### config.mk
export PLATFORM = sky130hd
export DESIGN_NAME = dfu_download_state_machine_top
export DESIGN_NICKNAME = d
export VERILOG_FILES = /design/src/hdl/dfu_pkg.sv /design/src/hdl/dfu_download_state_machine_top.sv /design/src/hdl/dfu_page_rem.sv /design/src/hdl/dfu_front.sv /design/src/hdl/dfu_fifo.sv /design/src/hdl/dfu_back.sv
export SDC_FILE = /design/constraint.sdc
export NUM_CORES = 1
export LEC_CHECK = 0
export BUFFER_PORTS_ARGS = -buffer_cell sky130_fd_sc_hd__buf_4
export CELL_PAD_IN_SITES_DETAIL_PLACEMENT = 0
export CELL_PAD_IN_SITES_GLOBAL_PLACEMENT = 1
export CORE_ASPECT_RATIO = 1.25
export CORE_MARGIN = 3
export CORE_UTILIZATION = 50
export DETAILED_ROUTE_END_ITERATION = 10
export PLACE_DENSITY = 0.8
export SLEW_MARGIN = 20
export SYNTH_ARGS = -nofsm -noshare
export SYNTH_HDL_FRONTEND = slang
export SYNTH_SLANG_ARGS = --single-unit
export TNS_END_PERCENT = 5
### constraint.sdc
create_clock -name clock -period 6.3 [get_ports clock]
set_input_delay 0 -clock clock [delete_from_list [all_inputs] [get_ports clock]]
set_output_delay 0 -clock clock [all_outputs]
set_load 0.05 [all_outputs]
### src/hdl/dfu_pkg.sv
// Shared types and constants for the DFU request engine.
package dfu_pkg;

   localparam logic [31:0] APP_START_RESET = 32'h0800_2000;

   typedef enum logic [2:0] {
      CMD_DNLOAD    = 3'd0,
      CMD_DATA      = 3'd1,
      CMD_GETSTATUS = 3'd2,
      CMD_CLRSTATUS = 3'd3,
      CMD_GETSTATE  = 3'd4,
      CMD_ABORT     = 3'd5,
      CMD_BUS_RESET = 3'd6,
      CMD_OTHER     = 3'd7
   } cmd_type;

   typedef enum logic [2:0] {
      KIND_ACK    = 3'd0,
      KIND_ERASE  = 3'd1,
      KIND_WRITE  = 3'd2,
      KIND_STATUS = 3'd3,
      KIND_STATE  = 3'd4,
      KIND_STALL  = 3'd5
   } kind_type;

   typedef enum logic [2:0] {
      MODE_IDLE     = 3'd0,
      MODE_DN_SYNC  = 3'd1,
      MODE_DN_IDLE  = 3'd2,
      MODE_MAN_SYNC = 3'd3,
      MODE_MAN_WAIT = 3'd4,
      MODE_ERROR    = 3'd5
   } mode_type;

   typedef enum logic {
      STATUS_OK       = 1'b0,
      STATUS_ADDR_ERR = 1'b1
   } status_type;

   // One classified request: up to erase, write and a closing reply, in that order.
   typedef struct packed {
      logic        erase;
      logic        write;
      logic        tail;
      kind_type    tail_kind;
      logic [31:0] addr;
      logic [31:0] word;
      status_type  status;
      mode_type    mode;
      logic        rst_pend;
   } job_type;

endpackage

### src/hdl/dfu_download_state_machine_top.sv
// Top level of the DFU download request engine.
//
// Request channel (req_*): one DFU class request per transaction, accepted at a
// rising edge with req_valid high and req_stall low. Result channel (rsp_*):
// erase, write, ack, status, state or stall transactions, taken at an edge with
// rsp_valid high and rsp_stall low; rsp_last marks the final one of a request.
// Bus reset and a download setup that opens a data stage produce no result.
// csr_*: write port for the application start address, used after clear status,
// abort and bus reset. A request passes the job queue, the back end's job
// register and the output register before its first result. Throughput: one
// request per cycle into a four-entry job queue while req_stall is low; the
// back end issues one result per cycle while rsp_stall is low, so a data word
// with erase, write and ack gives three results. A csr write holds req_stall
// high and csr_ready low while the remainder unit reduces the address modulo
// the page. Reset: state idle, status ok, address and start address 0x08002000,
// queue and output empty. While rsp_stall is high the output register holds
// its transaction and the queue keeps taking requests until it fills.
module dfu_download_state_machine_top import dfu_pkg::*; #(
   parameter int unsigned PAGE_BYTES     = 4096,
   parameter int unsigned TRANSFER_BYTES = 1024
) (
   input  logic        clock,
   input  logic        reset,
   input  logic        req_valid,
   output logic        req_stall,
   input  logic [2:0]  req_command,
   input  logic [15:0] req_request_length,
   input  logic [31:0] req_data_word,
   input  logic [2:0]  req_byte_count,
   input  logic        req_last_word,
   output logic        rsp_valid,
   input  logic        rsp_stall,
   output logic [2:0]  rsp_kind,
   output logic [31:0] rsp_flash_address,
   output logic [31:0] rsp_flash_word,
   output logic        rsp_status_code,
   output logic [2:0]  rsp_state_code,
   output logic        rsp_reset_pending,
   output logic        rsp_last,
   input  logic        csr_valid,
   output logic        csr_ready,
   input  logic [31:0] csr_data
);

   logic    fifo_full;
   logic    fifo_push;
   job_type fifo_job;
   logic    fifo_pop;
   logic    head_valid;
   job_type head_job;

   dfu_front #(
      .PAGE_BYTES     (PAGE_BYTES),
      .TRANSFER_BYTES (TRANSFER_BYTES)
   ) u_front (
      .clock              (clock),
      .reset              (reset),
      .req_valid          (req_valid),
      .req_stall          (req_stall),
      .req_command        (req_command),
      .req_request_length (req_request_length),
      .req_data_word      (req_data_word),
      .req_byte_count     (req_byte_count),
      .req_last_word      (req_last_word),
      .csr_valid          (csr_valid),
      .csr_ready          (csr_ready),
      .csr_data           (csr_data),
      .fifo_full          (fifo_full),
      .fifo_push          (fifo_push),
      .fifo_job           (fifo_job)
   );

   dfu_fifo #(
      .DEPTH (4)
   ) u_fifo (
      .clock      (clock),
      .reset      (reset),
      .push       (fifo_push),
      .push_job   (fifo_job),
      .full       (fifo_full),
      .pop        (fifo_pop),
      .head_valid (head_valid),
      .head_job   (head_job)
   );

   dfu_back u_back (
      .clock             (clock),
      .reset             (reset),
      .head_valid        (head_valid),
      .head_job          (head_job),
      .pop               (fifo_pop),
      .rsp_valid         (rsp_valid),
      .rsp_stall         (rsp_stall),
      .rsp_kind          (rsp_kind),
      .rsp_flash_address (rsp_flash_address),
      .rsp_flash_word    (rsp_flash_word),
      .rsp_status_code   (rsp_status_code),
      .rsp_state_code    (rsp_state_code),
      .rsp_reset_pending (rsp_reset_pending),
      .rsp_last          (rsp_last)
   );

endmodule

### src/hdl/dfu_page_rem.sv
// Remainder unit: start address modulo the page size by reciprocal multiplication.
module dfu_page_rem import dfu_pkg::*; #(
   parameter int unsigned PAGE_BYTES = 4096
) (
   input  logic                              clock,
   input  logic                              reset,
   input  logic                              start,
   input  logic [31:0]                       value,
   output logic                              busy,
   output logic [$clog2(PAGE_BYTES)-1:0]     rem
);

   localparam int unsigned OFF_W = $clog2(PAGE_BYTES);
   // ceil(2^(32+OFF_W) / PAGE_BYTES) gives the exact quotient of any 32-bit value
   localparam longint unsigned RECIP =
      ((64'd1 << (32 + OFF_W)) + 64'(PAGE_BYTES) - 64'd1) / 64'(PAGE_BYTES);
   localparam logic [64:0] RECIP_X = 65'(RECIP);
   localparam logic [31:0] PAGE_W  = 32'(PAGE_BYTES);
   localparam int unsigned START_OFF = APP_START_RESET % PAGE_BYTES;

   logic [OFF_W-1:0] rem_ff, rem_in;
   logic [31:0]      val_ff, val_in;
   logic [31:0]      quo_ff, quo_in;
   logic             phase_ff, phase_in;
   logic             busy_ff, busy_in;
   logic [64:0]      prod;
   logic [64:0]      quo_full;
   logic [31:0]      back_prod;
   logic [31:0]      diff;

   always_comb begin
      // both products are by constants: shift-and-add networks
      prod      = {33'd0, val_ff} * RECIP_X;
      quo_full  = prod >> (32 + OFF_W);
      back_prod = quo_ff * PAGE_W;
      diff      = val_ff - back_prod;
      rem_in    = rem_ff;
      val_in    = val_ff;
      quo_in    = quo_ff;
      phase_in  = phase_ff;
      busy_in   = busy_ff;
      if (start) begin
         val_in   = value;
         phase_in = 1'b0;
         busy_in  = 1'b1;
      end else if (busy_ff) begin
         if (!phase_ff) begin
            quo_in   = quo_full[31:0];
            phase_in = 1'b1;
         end else begin
            rem_in  = diff[OFF_W-1:0];
            busy_in = 1'b0;
         end
      end
   end

   always_ff @(posedge clock) begin
      if (reset) begin
         rem_ff   <= START_OFF[OFF_W-1:0];
         busy_ff  <= 1'b0;
         phase_ff <= 1'b0;
      end else begin
         rem_ff   <= rem_in;
         busy_ff  <= busy_in;
         phase_ff <= phase_in;
      end
      val_ff <= val_in;
      quo_ff <= quo_in;
   end

   assign busy = busy_ff;
   assign rem  = rem_ff;

endmodule

### src/hdl/dfu_front.sv
// Front end: accepts requests, keeps DFU state, builds result jobs.
module dfu_front import dfu_pkg::*; #(
   parameter int unsigned PAGE_BYTES     = 4096,
   parameter int unsigned TRANSFER_BYTES = 1024
) (
   input  logic        clock,
   input  logic        reset,
   input  logic        req_valid,
   output logic        req_stall,
   input  logic [2:0]  req_command,
   input  logic [15:0] req_request_length,
   input  logic [31:0] req_data_word,
   input  logic [2:0]  req_byte_count,
   input  logic        req_last_word,
   input  logic        csr_valid,
   output logic        csr_ready,
   input  logic [31:0] csr_data,
   input  logic        fifo_full,
   output logic        fifo_push,
   output job_type     fifo_job
);

   localparam int unsigned OFF_W = $clog2(PAGE_BYTES);
   localparam longint unsigned WRAP_REM = (64'd1 << 32) % PAGE_BYTES;
   localparam int unsigned WRAP_ADD = PAGE_BYTES - 32'(WRAP_REM);
   localparam int unsigned START_OFF = APP_START_RESET % PAGE_BYTES;
   localparam logic [OFF_W+1:0] PAGE_X  = PAGE_BYTES[OFF_W+1:0];
   localparam logic [OFF_W+1:0] PAGE2_X = PAGE_X << 1;
   localparam logic [OFF_W+1:0] WRAP_X  = WRAP_ADD[OFF_W+1:0];

   logic [31:0]      app_start_ff, app_start_in;
   mode_type         mode_ff, mode_in;
   status_type       status_ff, status_in;
   logic [31:0]      addr_ff, addr_in;
   logic [OFF_W-1:0] off_ff, off_in;
   logic             rflag_ff, rflag_in;

   logic             rem_busy;
   logic [OFF_W-1:0] start_off;
   logic             req_accept;
   logic             csr_accept;
   cmd_type          cmd;
   logic [2:0]       cnt;
   logic [32:0]      addr_sum;
   logic [OFF_W+1:0] off_sum;
   logic [OFF_W+1:0] off_wrap;
   logic [OFF_W-1:0] off_next;
   logic [31:0]      pad_word;
   logic             page_start;
   job_type          job;
   logic             has_result;

   dfu_page_rem #(
      .PAGE_BYTES (PAGE_BYTES)
   ) u_page_rem (
      .clock (clock),
      .reset (reset),
      .start (csr_accept),
      .value (csr_data),
      .busy  (rem_busy),
      .rem   (start_off)
   );

   assign cmd        = cmd_type'(req_command);
   assign req_stall  = fifo_full | rem_busy;
   assign req_accept = req_valid & ~req_stall;
   assign csr_ready  = ~rem_busy;
   assign csr_accept = csr_valid & csr_ready;
   assign page_start = (off_ff == '0);

   // byte count: zero writes nothing, above four counts as four
   always_comb begin
      if (req_byte_count > 3'd4) begin
         cnt = 3'd4;
      end else begin
         cnt = req_byte_count;
      end
   end

   always_comb begin
      for (int i = 0; i < 4; i++) begin
         pad_word[8*i +: 8] = (3'(i) < cnt) ? req_data_word[8*i +: 8] : 8'hFF;
      end
   end

   // track address modulo page size; fold in 2^32 mod page on wrap
   always_comb begin
      addr_sum = {1'b0, addr_ff} + {30'd0, cnt};
      off_sum  = {2'b00, off_ff} + {{(OFF_W-1){1'b0}}, cnt};
      off_wrap = addr_sum[32] ? off_sum + WRAP_X : off_sum;
      if (off_wrap >= PAGE2_X) begin
         off_next = OFF_W'(off_wrap - PAGE2_X);
      end else if (off_wrap >= PAGE_X) begin
         off_next = OFF_W'(off_wrap - PAGE_X);
      end else begin
         off_next = off_wrap[OFF_W-1:0];
      end
   end

   // next state
   always_comb begin
      app_start_in = csr_accept ? csr_data : app_start_ff;
      mode_in      = mode_ff;
      status_in    = status_ff;
      addr_in      = addr_ff;
      off_in       = off_ff;
      rflag_in     = rflag_ff;
      if (req_accept) begin
         unique case (cmd)
            CMD_DNLOAD: begin
               if (req_request_length == 16'd0) begin
                  mode_in = MODE_MAN_SYNC;
               end else if (req_request_length > TRANSFER_BYTES[15:0]) begin
                  mode_in   = MODE_ERROR;
                  status_in = STATUS_ADDR_ERR;
               end
            end
            CMD_DATA: begin
               if (cnt != 3'd0) begin
                  addr_in = addr_sum[31:0];
                  off_in  = off_next;
               end
               if (req_last_word) begin
                  mode_in = MODE_DN_SYNC;
               end
            end
            CMD_GETSTATUS: begin
               if (mode_ff == MODE_DN_SYNC) begin
                  mode_in = MODE_DN_IDLE;
               end else if (mode_ff == MODE_MAN_SYNC) begin
                  mode_in = MODE_MAN_WAIT;
               end
            end
            CMD_CLRSTATUS, CMD_ABORT, CMD_BUS_RESET: begin
               if (cmd == CMD_BUS_RESET && mode_ff == MODE_MAN_WAIT) begin
                  rflag_in = 1'b1;
               end
               mode_in   = MODE_IDLE;
               status_in = STATUS_OK;
               addr_in   = app_start_ff;
               off_in    = start_off;
            end
            CMD_GETSTATE, CMD_OTHER: begin
            end
            default: begin
            end
         endcase
      end
   end

   // job for the back end
   always_comb begin
      job           = '0;
      job.addr      = addr_ff;
      job.word      = pad_word;
      job.status    = status_ff;
      job.mode      = mode_ff;
      job.rst_pend  = rflag_ff;
      job.tail_kind = KIND_ACK;
      unique case (cmd)
         CMD_DNLOAD: begin
            if (req_request_length == 16'd0) begin
               job.tail = 1'b1;
            end else if (req_request_length > TRANSFER_BYTES[15:0]) begin
               job.tail      = 1'b1;
               job.tail_kind = KIND_STALL;
            end
         end
         CMD_DATA: begin
            job.erase = (cnt != 3'd0) & page_start;
            job.write = (cnt != 3'd0);
            job.tail  = req_last_word;
         end
         CMD_GETSTATUS: begin
            job.tail      = 1'b1;
            job.tail_kind = KIND_STATUS;
         end
         CMD_GETSTATE: begin
            job.tail      = 1'b1;
            job.tail_kind = KIND_STATE;
         end
         CMD_CLRSTATUS, CMD_ABORT: begin
            job.tail = 1'b1;
         end
         CMD_BUS_RESET: begin
         end
         CMD_OTHER: begin
            job.tail      = 1'b1;
            job.tail_kind = KIND_STALL;
         end
         default: begin
         end
      endcase
      has_result = job.erase | job.write | job.tail;
   end

   assign fifo_push = req_accept & has_result;
   assign fifo_job  = job;

   always_ff @(posedge clock) begin
      if (reset) begin
         app_start_ff <= APP_START_RESET;
         mode_ff      <= MODE_IDLE;
         status_ff    <= STATUS_OK;
         addr_ff      <= APP_START_RESET;
         off_ff       <= START_OFF[OFF_W-1:0];
         rflag_ff     <= 1'b0;
      end else begin
         app_start_ff <= app_start_in;
         mode_ff      <= mode_in;
         status_ff    <= status_in;
         addr_ff      <= addr_in;
         off_ff       <= off_in;
         rflag_ff     <= rflag_in;
      end
   end

   a_no_accept_while_rem_busy : assert property (@(posedge clock) disable iff (reset)
      rem_busy |-> !req_accept)
      else $error("request accepted while page remainder unit busy");

   a_rflag_sticky : assert property (@(posedge clock) disable iff (reset)
      rflag_ff |=> rflag_ff)
      else $error("reset pending flag cleared outside reset");

endmodule

### src/hdl/dfu_fifo.sv
// Short job queue between front and back ends.
module dfu_fifo import dfu_pkg::*; #(
   parameter int unsigned DEPTH = 4
) (
   input  logic    clock,
   input  logic    reset,
   input  logic    push,
   input  job_type push_job,
   output logic    full,
   input  logic    pop,
   output logic    head_valid,
   output job_type head_job
);

   localparam int unsigned PTR_W = $clog2(DEPTH);
   localparam int unsigned CNT_W = $clog2(DEPTH + 1);
   localparam logic [PTR_W-1:0] LAST_PTR = PTR_W'(DEPTH - 1);
   localparam logic [CNT_W-1:0] DEPTH_X  = CNT_W'(DEPTH);

   job_type          mem_ff [DEPTH];
   logic [PTR_W-1:0] wr_ff, wr_in;
   logic [PTR_W-1:0] rd_ff, rd_in;
   logic [CNT_W-1:0] count_ff, count_in;
   logic             do_push, do_pop;

   assign full       = (count_ff == DEPTH_X);
   assign head_valid = (count_ff != '0);
   assign head_job   = mem_ff[rd_ff];
   assign do_push    = push & ~full;
   assign do_pop     = pop & head_valid;

   always_comb begin
      wr_in    = wr_ff;
      rd_in    = rd_ff;
      count_in = count_ff;
      if (do_push) begin
         wr_in = (wr_ff == LAST_PTR) ? '0 : wr_ff + PTR_W'(1);
      end
      if (do_pop) begin
         rd_in = (rd_ff == LAST_PTR) ? '0 : rd_ff + PTR_W'(1);
      end
      priority if (do_push && !do_pop) begin
         count_in = count_ff + CNT_W'(1);
      end else if (do_pop && !do_push) begin
         count_in = count_ff - CNT_W'(1);
      end else begin
         count_in = count_ff;
      end
   end

   always_ff @(posedge clock) begin
      if (reset) begin
         wr_ff    <= '0;
         rd_ff    <= '0;
         count_ff <= '0;
      end else begin
         wr_ff    <= wr_in;
         rd_ff    <= rd_in;
         count_ff <= count_in;
      end
      if (do_push) begin
         mem_ff[wr_ff] <= push_job;
      end
   end

   a_no_push_when_full : assert property (@(posedge clock) disable iff (reset)
      full |-> !push)
      else $error("job pushed into full queue");

endmodule

### src/hdl/dfu_back.sv
// Back end: expands queued jobs into result transactions through an output register.
module dfu_back import dfu_pkg::*; (
   input  logic        clock,
   input  logic        reset,
   input  logic        head_valid,
   input  job_type     head_job,
   output logic        pop,
   output logic        rsp_valid,
   input  logic        rsp_stall,
   output logic [2:0]  rsp_kind,
   output logic [31:0] rsp_flash_address,
   output logic [31:0] rsp_flash_word,
   output logic        rsp_status_code,
   output logic [2:0]  rsp_state_code,
   output logic        rsp_reset_pending,
   output logic        rsp_last
);

   // pending bits: [0] erase, [1] write, [2] closing reply
   job_type     cur_ff, cur_in;
   logic [2:0]  pend_ff, pend_in;
   logic        valid_ff, valid_in;
   kind_type    kind_ff, kind_in;
   logic [31:0] addr_ff, addr_in;
   logic [31:0] word_ff, word_in;
   logic        stat_ff, stat_in;
   logic [2:0]  state_ff, state_in;
   logic        rpend_ff, rpend_in;
   logic        last_ff, last_in;

   logic        out_free;
   logic        emit;
   logic [2:0]  pick;
   logic [2:0]  pend_after;

   assign out_free = ~valid_ff | ~rsp_stall;
   assign emit     = out_free & (pend_ff != 3'b000);

   always_comb begin
      priority if (pend_ff[0]) begin
         pick = 3'b001;
      end else if (pend_ff[1]) begin
         pick = 3'b010;
      end else begin
         pick = 3'b100;
      end
      pend_after = emit ? (pend_ff & ~pick) : pend_ff;
   end

   assign pop = (pend_after == 3'b000) & head_valid;

   always_comb begin
      cur_in   = cur_ff;
      pend_in  = pend_after;
      valid_in = valid_ff;
      kind_in  = kind_ff;
      addr_in  = addr_ff;
      word_in  = word_ff;
      stat_in  = stat_ff;
      state_in = state_ff;
      rpend_in = rpend_ff;
      last_in  = last_ff;
      if (pop) begin
         cur_in  = head_job;
         pend_in = {head_job.tail, head_job.write, head_job.erase};
      end
      if (emit) begin
         valid_in = 1'b1;
         addr_in  = '0;
         word_in  = '0;
         stat_in  = 1'b0;
         state_in = '0;
         rpend_in = cur_ff.rst_pend;
         last_in  = (pend_after == 3'b000);
         unique case (pick)
            3'b001: begin
               kind_in = KIND_ERASE;
               addr_in = cur_ff.addr;
            end
            3'b010: begin
               kind_in = KIND_WRITE;
               addr_in = cur_ff.addr;
               word_in = cur_ff.word;
            end
            default: begin
               kind_in = cur_ff.tail_kind;
               if (cur_ff.tail_kind == KIND_STATUS || cur_ff.tail_kind == KIND_STATE) begin
                  stat_in  = cur_ff.status;
                  state_in = cur_ff.mode;
               end
            end
         endcase
      end else if (out_free) begin
         valid_in = 1'b0;
      end
   end

   always_ff @(posedge clock) begin
      if (reset) begin
         pend_ff  <= 3'b000;
         valid_ff <= 1'b0;
      end else begin
         pend_ff  <= pend_in;
         valid_ff <= valid_in;
      end
      cur_ff   <= cur_in;
      kind_ff  <= kind_in;
      addr_ff  <= addr_in;
      word_ff  <= word_in;
      stat_ff  <= stat_in;
      state_ff <= state_in;
      rpend_ff <= rpend_in;
      last_ff  <= last_in;
   end

   assign rsp_valid         = valid_ff;
   assign rsp_kind          = kind_ff;
   assign rsp_flash_address = addr_ff;
   assign rsp_flash_word    = word_ff;
   assign rsp_status_code   = stat_ff;
   assign rsp_state_code    = state_ff;
   assign rsp_reset_pending = rpend_ff;
   assign rsp_last          = last_ff;

   a_erase_not_last : assert property (@(posedge clock) disable iff (reset)
      valid_ff && kind_ff == KIND_ERASE |-> !last_ff)
      else $error("erase transaction marked last");

   a_write_follows_erase : assert property (@(posedge clock) disable iff (reset)
      valid_ff && kind_ff == KIND_ERASE && !rsp_stall |=> valid_ff && kind_ff == KIND_WRITE)
      else $error("erase not followed by write");

endmodule
### Word-level counts from Yosys, hierarchy flattened

Memories as Yosys holds them, arrays and structs flattened. A register that Yosys moved wholly into a read port is not among the register bits.
Index checks and enable logic that the tools add are counted.

| storage, ports and cells | value |
|---|---|
| register bits after elaboration | 263 |
| bits in writable memories | 300 |
| input bits | 92 |
| output and inout port bits | 76 |
| logic and storage cells | 164 |
| memories | 1 |

| operators by class | value |
|---|---|
| add/sub/neg operators | 10 |
| magnitude comparators | 8 |
| equality and inequality tests | 23 |
| mux-type cells | 45 |
| bitwise operators | 21 |
| reduce and logical (&&, ||, !) cells | 28 |

Memory list:

| memory | depth | bits a word | rd ports | clocked after Yosys merged registers in | wr ports | RTL line | RTL |
|---|---|---|---|---|---|---|---|
| u_fifo.mem_ff | 4 | 75 | 1 | 1 | 1 | dfu_fifo.sv:20 | `job_type mem_ff [DEPTH];` |

Operators by type and width:

| kind | number |
|---|---|
| case mux 32 bit (2 select lines) | 1 |
| two-way mux 3 bit | 13 |
| two-way mux 12 bit | 3 |
| subtractor 12 x 1 -> 12 bit, second input constant | 3 |
| adder 32 x 3 -> 33 bit | 1 |
| two-way mux 32 bit | 1 |
| two-way mux 8 bit | 4 |
| case mux 12 bit (2 select lines) | 1 |
| case mux 3 bit (4 select lines) | 2 |
| == test 3 bit, second input constant | 7 |
| greater-than comparator 16 x 11 -> 1 bit, second input constant | 1 |
| logical NOT 16 bit | 1 |
| == test 3 x 2 -> 1 bit, second input constant | 5 |
| adder 14 x 13 -> 14 bit, second input constant | 1 |
| greater-or-equal comparator 14 x 13 -> 1 bit, second input constant | 1 |
| greater-or-equal comparator 14 bit, second input constant | 1 |
| two-way mux 14 bit | 1 |
| adder 12 x 3 -> 13 bit | 1 |
| logical NOT 12 bit | 1 |
| two-way mux 1 bit | 10 |
| two-way mux 2 bit | 5 |
| == test 3 x 1 -> 1 bit, second input constant | 3 |
| AND reduction 3 bit | 3 |
| nonzero test 3 bit | 3 |
| 30 further kinds | 62 |

### Depth between registers and ports, before layout

Gate-level depths: netlist of the first run.

| logic depth | value |
|---|---|
| depth after elaboration | 13 |
| mapped depth | 12 |
| gate-level depth less buffers | 10 |

### Cells and area by module

A second synthesis of the first run with hierarchy kept.

| unflattened totals | value |
|---|---|
| cell total of the unflattened synthesis | 1414 |
| area total of the unflattened synthesis | 22196.3 sq um |

Modules (own cells, without submodules):

| module | instances | cells each | area an instance (sq um) | sequential area each (sq um) |
|---|---|---|---|---|
| dfu_fifo | 1 | 441 | 11315.9 | 9188.8 |
| dfu_back | 1 | 260 | 5112.4 | 4434.3 |
| dfu_front | 1 | 641 | 4785.8 | 1621.6 |
| dfu_page_rem | 1 | 72 | 982.2 | 640.6 |

### Worst setup path before layout of the first run

OpenSTA, ideal clock, no wires.

| path | value |
|---|---|
| path type | register to register |
| start point | register u_back.valid_ff (netlist: u_back.rsp_valid) |
| end point | register u_fifo.count_ff[2] |
| library setup time | 0.070 ns |
| arrival | 5.902 ns |
| required time | 6.230 ns |
| slack | 0.328 ns |
| cell stages (with the launch flop) | 11 |
| buffers on the path | 0 |
| clock period less this slack | 5.972 ns |
| path through | dfxtp_1 a21oi_1 nand2b_1 a21oi_1 inv_1 ha_1 inv_1 fa_1 xor2_1 or3_1 a21oi_1 |

| between the ends | value |
|---|---|
| longest elaborated chain between the ends | 10 |
| elaborated cells between the ends (all ways) | 12 |
| those cells by class | mux: 2; bitwise: 5; reduce/logical: 5 |

RTL lines:

| element | RTL line | RTL |
|---|---|---|
| from (decl) | dfu_back.sv:22 | `logic valid_ff, valid_in;` |
| from (signal assigned) | dfu_back.sv:104 | `valid_ff <= valid_in;` |
| inverter 1 bit (*) | dfu_back.sv:36 | `assign out_free = ~valid_ff \| ~rsp_stall;` |
| OR 1 bit (*) | dfu_back.sv:36 |  |
| AND 1 bit (*) | dfu_back.sv:37 | `assign emit = out_free & (pend_ff != 3'b000);` |
| two-way mux 3 bit (*) | dfu_back.sv:47 | `pend_after = emit ? (pend_ff & ~pick) : pend_ff;` |
| logical NOT 3 bit (*) | dfu_back.sv:50 | `assign pop = (pend_after == 3'b000) & head_valid;` |
| AND 1 bit (*) | dfu_back.sv:50 |  |
| AND 1 bit (*) | dfu_fifo.sv:30 | `assign do_pop = pop & head_valid;` |
| logical NOT 1 bit | dfu_fifo.sv:42 | `priority if (do_push && !do_pop) begin` |
| logical AND 1 bit | dfu_fifo.sv:42 |  |
| two-way mux 3 bit or nonzero test 2 bit (tied branches) | -- |  |
| to (signal assigned) | dfu_fifo.sv:59 | `count_ff <= count_in;` |
| to (decl) | dfu_fifo.sv:23 | `logic [CNT_W-1:0] count_ff, count_in;` |

Mark *: on every way between the ends. The rest lies on a longest branch, timed or not.
A chain may end at the register's enable or synchronous reset.

==> impl_metrics.py, run 1 <==
metrics = {
    "global_route": {
        "gr-usage-met2": 0.327,
        "grt.total_usage": 0.196,
        "top_usage_layer": "met2",
        "antenna_found_initial": 0,
        "grt_pass1_vias": 12577,
        "grt_use_met3": 0.0366,
        "grt_pass1_wl_mm": 70.6,
        "grt_overflow": 0,
        "met1_usage": 0.270,
        "grt_max_degree": 78,
    },
    "clock_tree": {
        "htreeDepth": 2,
        "cts_max_path_buffers": 3,
        "cts_tree": "built",
        "holdBufCountCts": 88,
        "insertion_delay_ps": 570,
        "clock-sinks": 565,
        "ctsResizeCount": 0,
        "clkSlewWorstSetupHoldPaths_ps": 60,
        "postCtsSetupRepairBufs": 0,
        "root_buffer": "clkbuf_16",
        "cts_buffers": 51,
    },
    "yosys": {
        "ys_ff_latch": 565,
        "synth_edf_count": 457,
        "synthDistinctLibCells": 61,
        "yosys_warnings": 0,
        "synth_xor_area_frac": 0.00160,
        "synth_top_family_by_area": "simple AND/OR/NAND/NOR gates",
        "synthCells": 1410,
        "synth.avg_cell_area_um2": 15.5,
        "async_flop_share": 0,
        "synth-simple-area-share": 0.0999,
        "synth_fa_ha_area_frac": 0.00961,
        "synth_nets": 1517,
        "muxShareOfSynthArea": 0.0809,
        "yosysSeqAreaShare": 0.726,
        "synth-main-ff-cell": "edfxtp_1",
        "synthesis.area_mm2": 0.0219,
        "synth-compound-area-share": 0.0651,
    },
    "place": {
        "finalWeightedCongestion": 0.849,
        "post-dp-hpwl_mm": 28.2,
        "pre_cts_ws_ps": 2960,
        "port_buffers": 167,
    },
    "power": {
        "max-vdd-ir-drop_mv": 0.383,
        "powerDensity_mw_per_mm2": 430,
        "total_power_mw": 11.3,
        "power.leakage_nw": 8.92,
    },
    "sta": {
        "slew_violations": 0,
        "worst_pin_slew_ps": 1060,
        "hold_viol": 0,
        "period_minus_slack_ps": 3080,
        "skew_ps": 17.9,
        "rsz0062_at_grt": "false",
        "max_freq_mhz": 324,
        "setup_ws_ps": 3220,
        "setup_viol": 0,
        "relSlewSlack": 0.291,
        "tns_ps": 0,
        "hold_ws_ps": 91.0,
        "fin_crit_sh": 0.490,
    },
    "worst_setup_path": {
        "rr_worst_depth": 8,
        "cp-start-kind": "input port",
        "worstPathMaxFanout": 38,
        "cp-end-kind": "flop",
        "reg2reg_to": "u_front.addr_ff[30]$_SDFFE_PP0P_",
        "r2r_slack_ps": 3290,
        "crit_arrival_ps": 3280,
        "crit_cells": 8,
        "critPathKind": "input port to flop",
        "startpoint": "req_byte_count[2]",
        "worstReg2RegStart": "u_front.addr_ff[0]$_SDFFE_PP0P_",
        "critical-path-top-delay-family": "buffers and inverters",
        "cp.required_ps": 6500,
        "cp_cell_sequence": "dlygate4sd3_1 -> buf_4 -> nor3_1 -> or3_1 -> inv_1 -> o31a_1 -> and2_4 -> buf_4",
        "cp_num_buf_inv": 4,
        "slowest_stage": "and2_4",
        "critPathMaxStageDelay_ps": 590,
        "cp_common_cell": "buf_4",
    },
    "worst_hold_path": {
        "hold_depth": 5,
        "hold_path_end": "u_front.mode_ff[0]$_SDFFE_PP0P_",
        "min_from": "req_request_length[4]",
        "hold_path_class": "input port to flop",
    },
    "route": {
        "drc": 0,
        "drtPass1Iterations": 5,
        "via_per_inst": 5.57,
        "ant_nets": 0,
        "first_iter_violations": 1116,
        "routed_wl_mm": 45.0,
        "num_vias": 12635,
        "wl_per_cell_um": 19.9,
    },
    "floorplanning": {
        "num_io_pins": 168,
        "die_h_um": 240,
        "coreArea_mm2": 0.0432,
        "die_w_um": 193,
        "num_rows": 85,
        "dieArea_mm2": 0.0463,
        "initial_utilization": 0.507,
    },
    "finish": {
        "drive_gt1_frac": 0.222,
        "most-common-layout-cells": "edfxtp_1 (457), buf_4 (181), nand2_1 (141)",
        "syn_to_final_growth_pct": 20.0,
        "nNetsFinal": 1769,
        "fin_util": 0.608,
        "layout_commonest_cell": "edfxtp_1",
    },
    "job": {
        "max_cap_viol_count": 0,
    },
    "status": {
        "status": "completed",
    },
}
-- through the flow --
step / cells / instance area (µm²)
2_1_floorplan: 1410 / 21900
6_report: 2268 / 26300
4_1_cts: 2265 / 26200
3_5_place_dp: 2084 / 23700
3_3_place_gp: 2084 / 23700
5_1_grt: 2267 / 26300
-- layer usage --
layer  vias up  part of all wire
li1       5913                 -
met1      6229              0.42
met2       425              0.50
met3        68             0.067
met4         0             0.020
met5         -                 0
-- cell families (layout without fill, tap and decap cells) --
family | after synthesis | in the layout
buf+inv | 95 | 387
fa+ha+maj | 15 | 15
mux | 83 | 83
flops | 565 | 565
simple gates | 429 | 429
xor+xnor | 4 | 4
other cells | 0 | 1
compound gates | 219 | 219
-- power breakdown --
group	leakage (nW)	internal [mW]	switching [mW]
Clock	0.776	1.64	1.30
Combinational	3.00	1.07	1.92
Sequential	5.15	5.02	0.348
Total	8.92	7.73	3.57
-- final cells by class --
type,instances,area (µm²)
multi-input cells,750,5690
well taps,565,707
clock inverters,22,188
clock buffers,71,1400
diodes,1,2.50
flip-flops and latches,565,15900
repair buffers,271,2290
fillers,3269,16900
inverters,23,86.3
-- worst min-delay path, cell delays in order --
cell and delay, ps:
buf_4 70, or2_2 100, or4_4 130, a31oi_1 180, mux2i_1 130
-- cell usage after synthesis, types with 23 or more instances --
library cell  count  area [µm²]
mux4_2           75        1690
dfxtp_1         108        2160
and2_1           55         344
nor2b_1          38         238
edfxtp_1        457       13700
a21oi_1          86         430
nand3_1          26         130
or2_2            25         156
clkbuf_1         50         188
nor2_1           54         203
nand2_1         141         529
o21ai_0          34         170
inv_1            23        86.3
-- state kept, by name, summed over array words and instances, names as in the netlist, 2 cells and up, named ones only --
| signal | cells |
|---|---|
| u_fifo.mem_ff | 300 |
| u_back.cur_ff | 72 |
| u_back.rsp_flash_address | 32 |
| u_back.rsp_flash_word | 32 |
| u_front.addr_ff | 32 |
| u_front.app_start_ff | 32 |
| u_front.off_ff | 12 |
| u_front.u_page_rem.rem | 12 |
| u_front.u_page_rem.val_ff | 12 |
| u_back.pend_ff | 3 |
| u_back.rsp_kind | 3 |
| u_back.rsp_state_code | 3 |
| u_fifo.count_ff | 3 |
| u_front.mode_ff | 3 |
| u_fifo.rd_ff | 2 |
| u_fifo.wr_ff | 2 |
-- worst max path at each step --
stage                                                   to  slack, ps
after floorplan            u_fifo.count_ff[2]$_SDFFE_PP0P_        330
after global placement      u_fifo.mem_ff[3][37]$_DFFE_PP_       2980
after detailed placement    u_fifo.mem_ff[3][69]$_DFFE_PP_       2960
after CTS                   u_fifo.mem_ff[3][56]$_DFFE_PP_       3190
after global routing      u_front.addr_ff[28]$_SDFFE_PP0P_       2960
final                       u_fifo.mem_ff[3][56]$_DFFE_PP_       3220
No activity file was read; power rests on OpenSTA's default activity.
==> inputs of run 2 (changes only) <==
--- a/config.mk
+++ b/config.mk
@@ -5,14 +5,15 @@
 export SDC_FILE = /design/constraint.sdc
 export NUM_CORES = 1
 export LEC_CHECK = 0
+export ABC_AREA = 1
 export BUFFER_PORTS_ARGS = -buffer_cell sky130_fd_sc_hd__buf_4
 export CELL_PAD_IN_SITES_DETAIL_PLACEMENT = 0
 export CELL_PAD_IN_SITES_GLOBAL_PLACEMENT = 1
 export CORE_ASPECT_RATIO = 1.25
 export CORE_MARGIN = 3
-export CORE_UTILIZATION = 50
+export CORE_UTILIZATION = 43
 export DETAILED_ROUTE_END_ITERATION = 10
-export PLACE_DENSITY = 0.8
+export PLACE_DENSITY = 0.76
 export SLEW_MARGIN = 20
 export SYNTH_ARGS = -nofsm -noshare
 export SYNTH_HDL_FRONTEND = slang
==> constraint.sdc (replaced) <==
create_clock -name clock -period 2.8 [get_ports clock]
set_input_delay 0 -clock clock [delete_from_list [all_inputs] [get_ports clock]]
set_output_delay 0 -clock clock [all_outputs]
set_load 0.05 [all_outputs]
==> impl_metrics.py, run 2 <==
metrics = {
    "sta": {
        "fin_crit_sh": 0.950,
        "rsz0062_at_grt": "false",
        "max_freq_mhz": 376,
        "skew_ps": 16.4,
        "worst_pin_slew_ps": 1010,
        "setup_viol": 0,
        "relSlewSlack": 0.328,
        "slew_violations": 0,
        "hold_viol": 0,
        "tns_ps": 0,
        "setup_ws_ps": 140,
        "period_minus_slack_ps": 2660,
        "hold_ws_ps": 17.6,
    },
    "worst_setup_path": {
        "worstPathMaxFanout": 7,
        "cp_num_buf_inv": 3,
        "crit_arrival_ps": 3210,
        "critPathKind": "flop to flop",
        "critPathMaxStageDelay_ps": 600,
        "critical-path-top-delay-family": "buffers and inverters",
        "slowest_stage": "dlygate4sd3_1",
        "cp.required_ps": 3350,
        "cp-end-kind": "flop",
        "cp-start-kind": "flop",
        "cp_common_cell": "dlygate4sd3_1",
        "cp_cell_sequence": "nor4_1 -> dlygate4sd3_1 -> a31oi_1 -> dlygate4sd3_1 -> nor2_1 -> dlygate4sd3_1",
    },
    "finish": {
        "nNetsFinal": 2396,
        "top_register": "u_fifo.mem_ff",
        "syn_to_final_growth_pct": 20.9,
        "antennaDiodeCount": 0,
        "final_area_mm2": 0.0272,
        "top_regs": "u_fifo.mem_ff: 300 flops, u_back.cur_ff: 72 flops",
        "register_area_mm2": 0.0159,
        "largest_reg_flops": 300,
        "layout_commonest_cell": "edfxtp_1",
        "multi_input_area_mm2": 0.00558,
        "n_fill_cell": 4556,
        "most-common-layout-cells": "edfxtp_1 (457), nor2_1 (434), o21ai_0 (245)",
        "drive_gt1_frac": 0.138,
    },
    "clock_tree": {
        "insertion_delay_ps": 610,
        "clock-sinks": 565,
        "postCtsSetupRepairBufs": 0,
        "clkSlewWorstSetupHoldPaths_ps": 60,
        "cts_buffers": 54,
        "htreeDepth": 2,
        "root_buffer": "clkbuf_16",
        "cts_tree": "built",
        "cts_max_path_buffers": 3,
    },
    "worst_hold_path": {
        "hold_path_class": "input port to flop",
    },
    "global_route": {
        "grt_use_met3": 0.0288,
        "grt_max_degree": 151,
        "antenna_found_initial": 0,
        "met1_usage": 0.244,
        "grt.total_usage": 0.185,
        "top_usage_layer": "met2",
        "gr-usage-met2": 0.321,
        "grt_overflow": 0,
        "grt_pass1_wl_mm": 80.4,
        "grt_pass1_vias": 14863,
    },
    "floorplanning": {
        "dieArea_mm2": 0.0551,
        "coreArea_mm2": 0.0517,
        "die_h_um": 262,
        "die_w_um": 210,
        "initial_utilization": 0.435,
        "num_rows": 93,
        "num_io_pins": 168,
    },
    "yosys": {
        "synthesis.area_mm2": 0.0225,
        "yosysMostFrequentCell": "edfxtp_1",
        "yosys_warnings": 0,
        "yosysTopAreaCell": "edfxtp_1",
        "synthTopCellsByArea": "edfxtp_1 (61%), dfxtp_1 (9.6%), nor2_1 (7.3%), o21ai_0 (5.5%), nand2_1 (4.1%)",
        "synth-main-ff-cell": "edfxtp_1",
        "netlist.area_leader.share": 0.611,
        "synthDistinctLibCells": 36,
        "synthCells": 2047,
        "synth.avg_cell_area_um2": 11.0,
        "synthTopCellsByCount": "edfxtp_1 (457), nor2_1 (440), nand2_1 (246), o21ai_0 (246), inv_1 (177)",
        "yosysSeqAreaShare": 0.707,
        "ys_ff_latch": 565,
        "synth_edf_count": 457,
        "async_flop_share": 0,
        "synth_nets": 2154,
    },
    "place": {
        "post-dp-hpwl_mm": 31.7,
        "port_buffers": 167,
        "finalWeightedCongestion": 0.805,
        "placed_area_mm2": 0.0246,
        "pre_cts_ws_ps": 74.3,
    },
    "route": {
        "drtPass1Iterations": 5,
        "wl_per_cell_um": 17.2,
        "via_per_inst": 5.13,
        "drc": 0,
        "ant_nets": 0,
        "first_iter_violations": 1050,
        "routed_wl_mm": 51.6,
        "num_vias": 15404,
    },
    "job": {
        "max_cap_viol_count": 0,
    },
    "power": {
        "powerDensity_mw_per_mm2": 1000,
        "max-vdd-ir-drop_mv": 0.856,
        "total_power_mw": 27.2,
        "power.leakage_nw": 10.1,
    },
    "status": {
        "status": "completed",
    },
}
## run 2: cell types whose count changed after synthesis, sizes merged, moves of 27 or more
cell,previous run,this run
a21oi,86,57
and2,55,0
clkbuf,50,77
inv,23,179
mux4,75,0
nand2,141,249
nand3,26,61
nor2,54,443
nor2b,38,0
o21ai,34,247
o22ai,1,76
## run 2: kinds of logic after synthesis
logic type               synth area share
AND/OR/NAND/NOR                     0.142
flip-flops                          0.707
XOR/XNOR                          0.00117
adder cells (fa/ha/maj)           0.00935
buffers and inverters              0.0474
AO/OA/AOI/OAI                      0.0934
## run 2: cell type report
type,count,area share
Sequential cell,565,0.585
Multi-Input combinational cell,1208,0.205
Timing Repair Buffer,280,0.0883
Clock buffer,67,0.0526
Tap cell,665,0.0306
Inverter,180,0.0251
Clock inverter,35,0.0130
## run 2: worst paths after layout
path | cells past startpoint | slack (ps) | start | to
max | 6 | 140 | u_front.mode_ff[0]$_SDFFE_PP0P_ | u_front.rflag_ff$_SDFFE_PP0P_
min | 8 | 20 | req_request_length[14] | u_front.status_ff$_SDFFE_PP0P_
max reg2reg | 6 | 140 | u_front.mode_ff[0]$_SDFFE_PP0P_ | u_front.rflag_ff$_SDFFE_PP0P_
min reg2reg | 0 | 460 | u_back.cur_ff[0]$_DFFE_PN_ | u_back.rsp_reset_pending$_DFFE_PP_
## run 2: metrics by stage
| step | util | std cells |
|---|---|---|
| finish | 0.526 | 3000 |
| global route | 0.526 | 3000 |
| CTS | 0.526 | 3000 |
| detailed placement | 0.476 | 2819 |
| global placement | 0.476 | 2819 |
| floorplan | - | 2047 |
## run 2: repair_timing
action                                 4_1_cts  5_1_grt
hold buffers                                79        0
setup endpoints to repair                    0       15
endpoints found under the hold margin      228        0
resized for setup                            0        1
## run 2: worst reg2reg max path: stages, from the launching register on
cell,delay [ps]
dfxtp_1,390
nor4_1,330
dlygate4sd3_1,600
a31oi_1,60
dlygate4sd3_1,570
nor2_1,90
dlygate4sd3_1,560
## run 2: routing by layer
layer | wire length, µm | up-vias
met5 | 0 | -
met4 | 1130 | 0
met3 | 2850 | 79
met2 | 25400 | 413
met1 | 22200 | 7402
li1 | - | 7510
## run 2: power by group
group	switching, mW	internal (mW)
clock	3.09	4.12
combinational	5.75	2.13
sequential	0.600	11.5
total	9.43	17.8
==> inputs of run 3 (changes only) <==
--- a/config.mk
+++ b/config.mk
@@ -13,6 +13,7 @@
 export CORE_MARGIN = 3
 export CORE_UTILIZATION = 43
 export DETAILED_ROUTE_END_ITERATION = 10
+export MAX_ROUTING_LAYER = met4
 export PLACE_DENSITY = 0.76
 export SLEW_MARGIN = 20
 export SYNTH_ARGS = -nofsm -noshare
==> impl_metrics.py, run 3 (synthesis gave the netlist of run 2 again) <==
metrics = {
    "global_route": {
        "antenna_found_initial": 1,
        "grt_pass1_wl_mm": 80.5,
        "grt_max_degree": 151,
        "grt_pass1_vias": 14976,
        "grt.total_usage": 0.192,
        "grt_overflow": 0,
    },
    "place": {
        "port_buffers": 167,
        "placed_area_mm2": 0.0246,
        "pre_cts_ws_ps": 167,
        "finalWeightedCongestion": 0.824,
        "post-dp-hpwl_mm": 31.8,
    },
    "job": {
        "max_cap_viol_count": 0,
    },
    "worst_setup_path": {
        "cp.required_ps": 3340,
        "r2r_slack_ps": 260,
        "cp-start-kind": "flop",
        "critPathKind": "flop to flop",
        "reg2reg_to": "u_front.rflag_ff$_SDFFE_PP0P_",
        "rr_worst_depth": 6,
        "worstReg2RegStart": "u_front.mode_ff[1]$_SDFFE_PP0P_",
        "cp-end-kind": "flop",
        "crit_arrival_ps": 3080,
        "worstPathMaxFanout": 7,
    },
    "worst_hold_path": {
        "hold_path_class": "input port to flop",
        "hold_path_end": "u_front.status_ff$_SDFFE_PP0P_",
        "min_from": "req_request_length[15]",
        "hold_depth": 8,
    },
    "clock_tree": {
        "cts_buffers": 53,
        "clkSlewWorstSetupHoldPaths_ps": 70,
        "insertion_delay_ps": 600,
        "root_buffer": "clkbuf_16",
        "clock-sinks": 565,
        "postCtsSetupRepairBufs": 0,
        "ctsResizeCount": 0,
        "htreeDepth": 2,
        "cts_max_path_buffers": 3,
        "cts_tree": "built",
    },
    "finish": {
        "drive_gt1_frac": 0.137,
        "final_area_mm2": 0.0272,
        "antennaDiodeCount": 0,
        "syn_to_final_growth_pct": 21.2,
        "top_register": "u_fifo.mem_ff",
        "most-common-layout-cells": "edfxtp_1 (457), nor2_1 (434), o21ai_0 (245)",
        "largest_reg_flops": 300,
        "top_regs": "u_fifo.mem_ff: 300 flops, u_back.cur_ff: 72 flops",
        "layout_commonest_cell": "edfxtp_1",
        "nNetsFinal": 2393,
    },
    "route": {
        "num_vias": 15374,
        "drc": 0,
        "routed_wl_mm": 51.5,
        "via_per_inst": 5.13,
        "drtPass1Iterations": 5,
        "first_iter_violations": 975,
        "wl_per_cell_um": 17.2,
        "ant_nets": 0,
    },
    "floorplanning": {
        "die_h_um": 262,
        "coreArea_mm2": 0.0517,
        "initial_utilization": 0.435,
        "num_rows": 93,
        "dieArea_mm2": 0.0551,
        "num_io_pins": 168,
        "die_w_um": 210,
    },
    "sta": {
        "hold_viol": 0,
        "relSlewSlack": 0.301,
        "worst_pin_slew_ps": 1050,
        "skew_ps": 16.0,
        "slew_violations": 0,
        "period_minus_slack_ps": 2540,
        "setup_ws_ps": 256,
        "max_freq_mhz": 393,
        "rsz0062_at_grt": "false",
        "setup_viol": 0,
        "fin_crit_sh": 0.909,
    },
    "status": {
        "status": "completed",
    },
    "power": {
        "powerDensity_mw_per_mm2": 1010,
        "max-vdd-ir-drop_mv": 0.962,
        "power.leakage_nw": 10.1,
    },
}
==> run 3: cell types whose count changed in the layout (fill, tap and decap cells not counted), sizes merged <==
cell	previous run	this run
buf	201	199
bufinv	5	9
clkbuf	67	66
clkinvlp	5	1
inv	179	178
==> run 3: area by class of cell <==
cell class                      instances  area [µm²]
Tap cell                              665         832
Fill cell                            4472       24400
Clock buffer                           66        1410
Sequential cell                       565       15900
Inverter                              180         682
Timing Repair Buffer                  278        2410
Clock inverter                         34         438
Multi-Input combinational cell       1208        5580
==> run 3: what timing repair did <==
item                                    CTS  global route
hold endpoints to repair                223             0
endpoints found under the setup margin    0             0
hold buffers                             79             0
==> run 3: power by group <==
| part | total (mW) | internal, mW | switching [mW] |
|---|---|---|---|
| logic | 7.91 | 2.13 | 5.78 |
| clock network | 7.51 | 4.43 | 3.08 |
| registers | 12.1 | 11.5 | 0.608 |
| total | 27.5 | 18.1 | 9.47 |
==> run 3: critical path, cell delays in order, from the launching register on <==
cell and delay (ps):
dfxtp_1 390, nor4_1 280, dlygate4sd3_1 570, a31oi_1 60, dlygate4sd3_1 560, nor2_1 80, dlygate4sd3_1 550
==> run 3: through the flow <==
stage | util | hold WS [ps] | setup TNS [ps] | std cells | power (mW)
6_report | 0.527 | 24.5 | 0 | 2996 | 27.5
5_1_grt | 0.527 | 89.8 | 0 | 2996 | 28.9
4_1_cts | 0.527 | 19.5 | 0 | 2996 | 27.8
3_5_place_dp | 0.476 | 189 | 0 | 2817 | 20.2
3_3_place_gp | 0.476 | 188 | 0 | 2817 | 20.0
2_1_floorplan | - | 98.9 | -38720 | 2047 | 17.4
==> run 3: per-layer routing <==
metal  vias up  part of all wire  global-route usage
met1      7331              0.44               0.248
met4         0             0.029              0.0664
met5         -                 0                   -
li1       7499                 -                   -
met3       115             0.053              0.0285
met2       429              0.48               0.312
==> run 3: worst max-delay path by stage <==
stage                               startpoint                               to  slack (ps)  cells past startpoint
5_1_grt        u_fifo.count_ff[1]$_SDFFE_PP0P_   u_fifo.mem_ff[3][30]$_DFFE_PP_          80                      8
4_1_cts        u_front.mode_ff[0]$_SDFFE_PP0P_    u_front.rflag_ff$_SDFFE_PP0P_         260                      6
6_report       u_front.mode_ff[1]$_SDFFE_PP0P_    u_front.rflag_ff$_SDFFE_PP0P_         260                      6
3_5_place_dp            req_request_length[12]   u_fifo.mem_ff[3][34]$_DFFE_PP_         170                     12
3_3_place_gp             req_request_length[7]   u_fifo.mem_ff[3][43]$_DFFE_PP_         170                     12
2_1_floorplan     u_back.pend_ff[1]$_SDFF_PP0_  u_fifo.count_ff[1]$_SDFFE_PP0P_        -210                     12
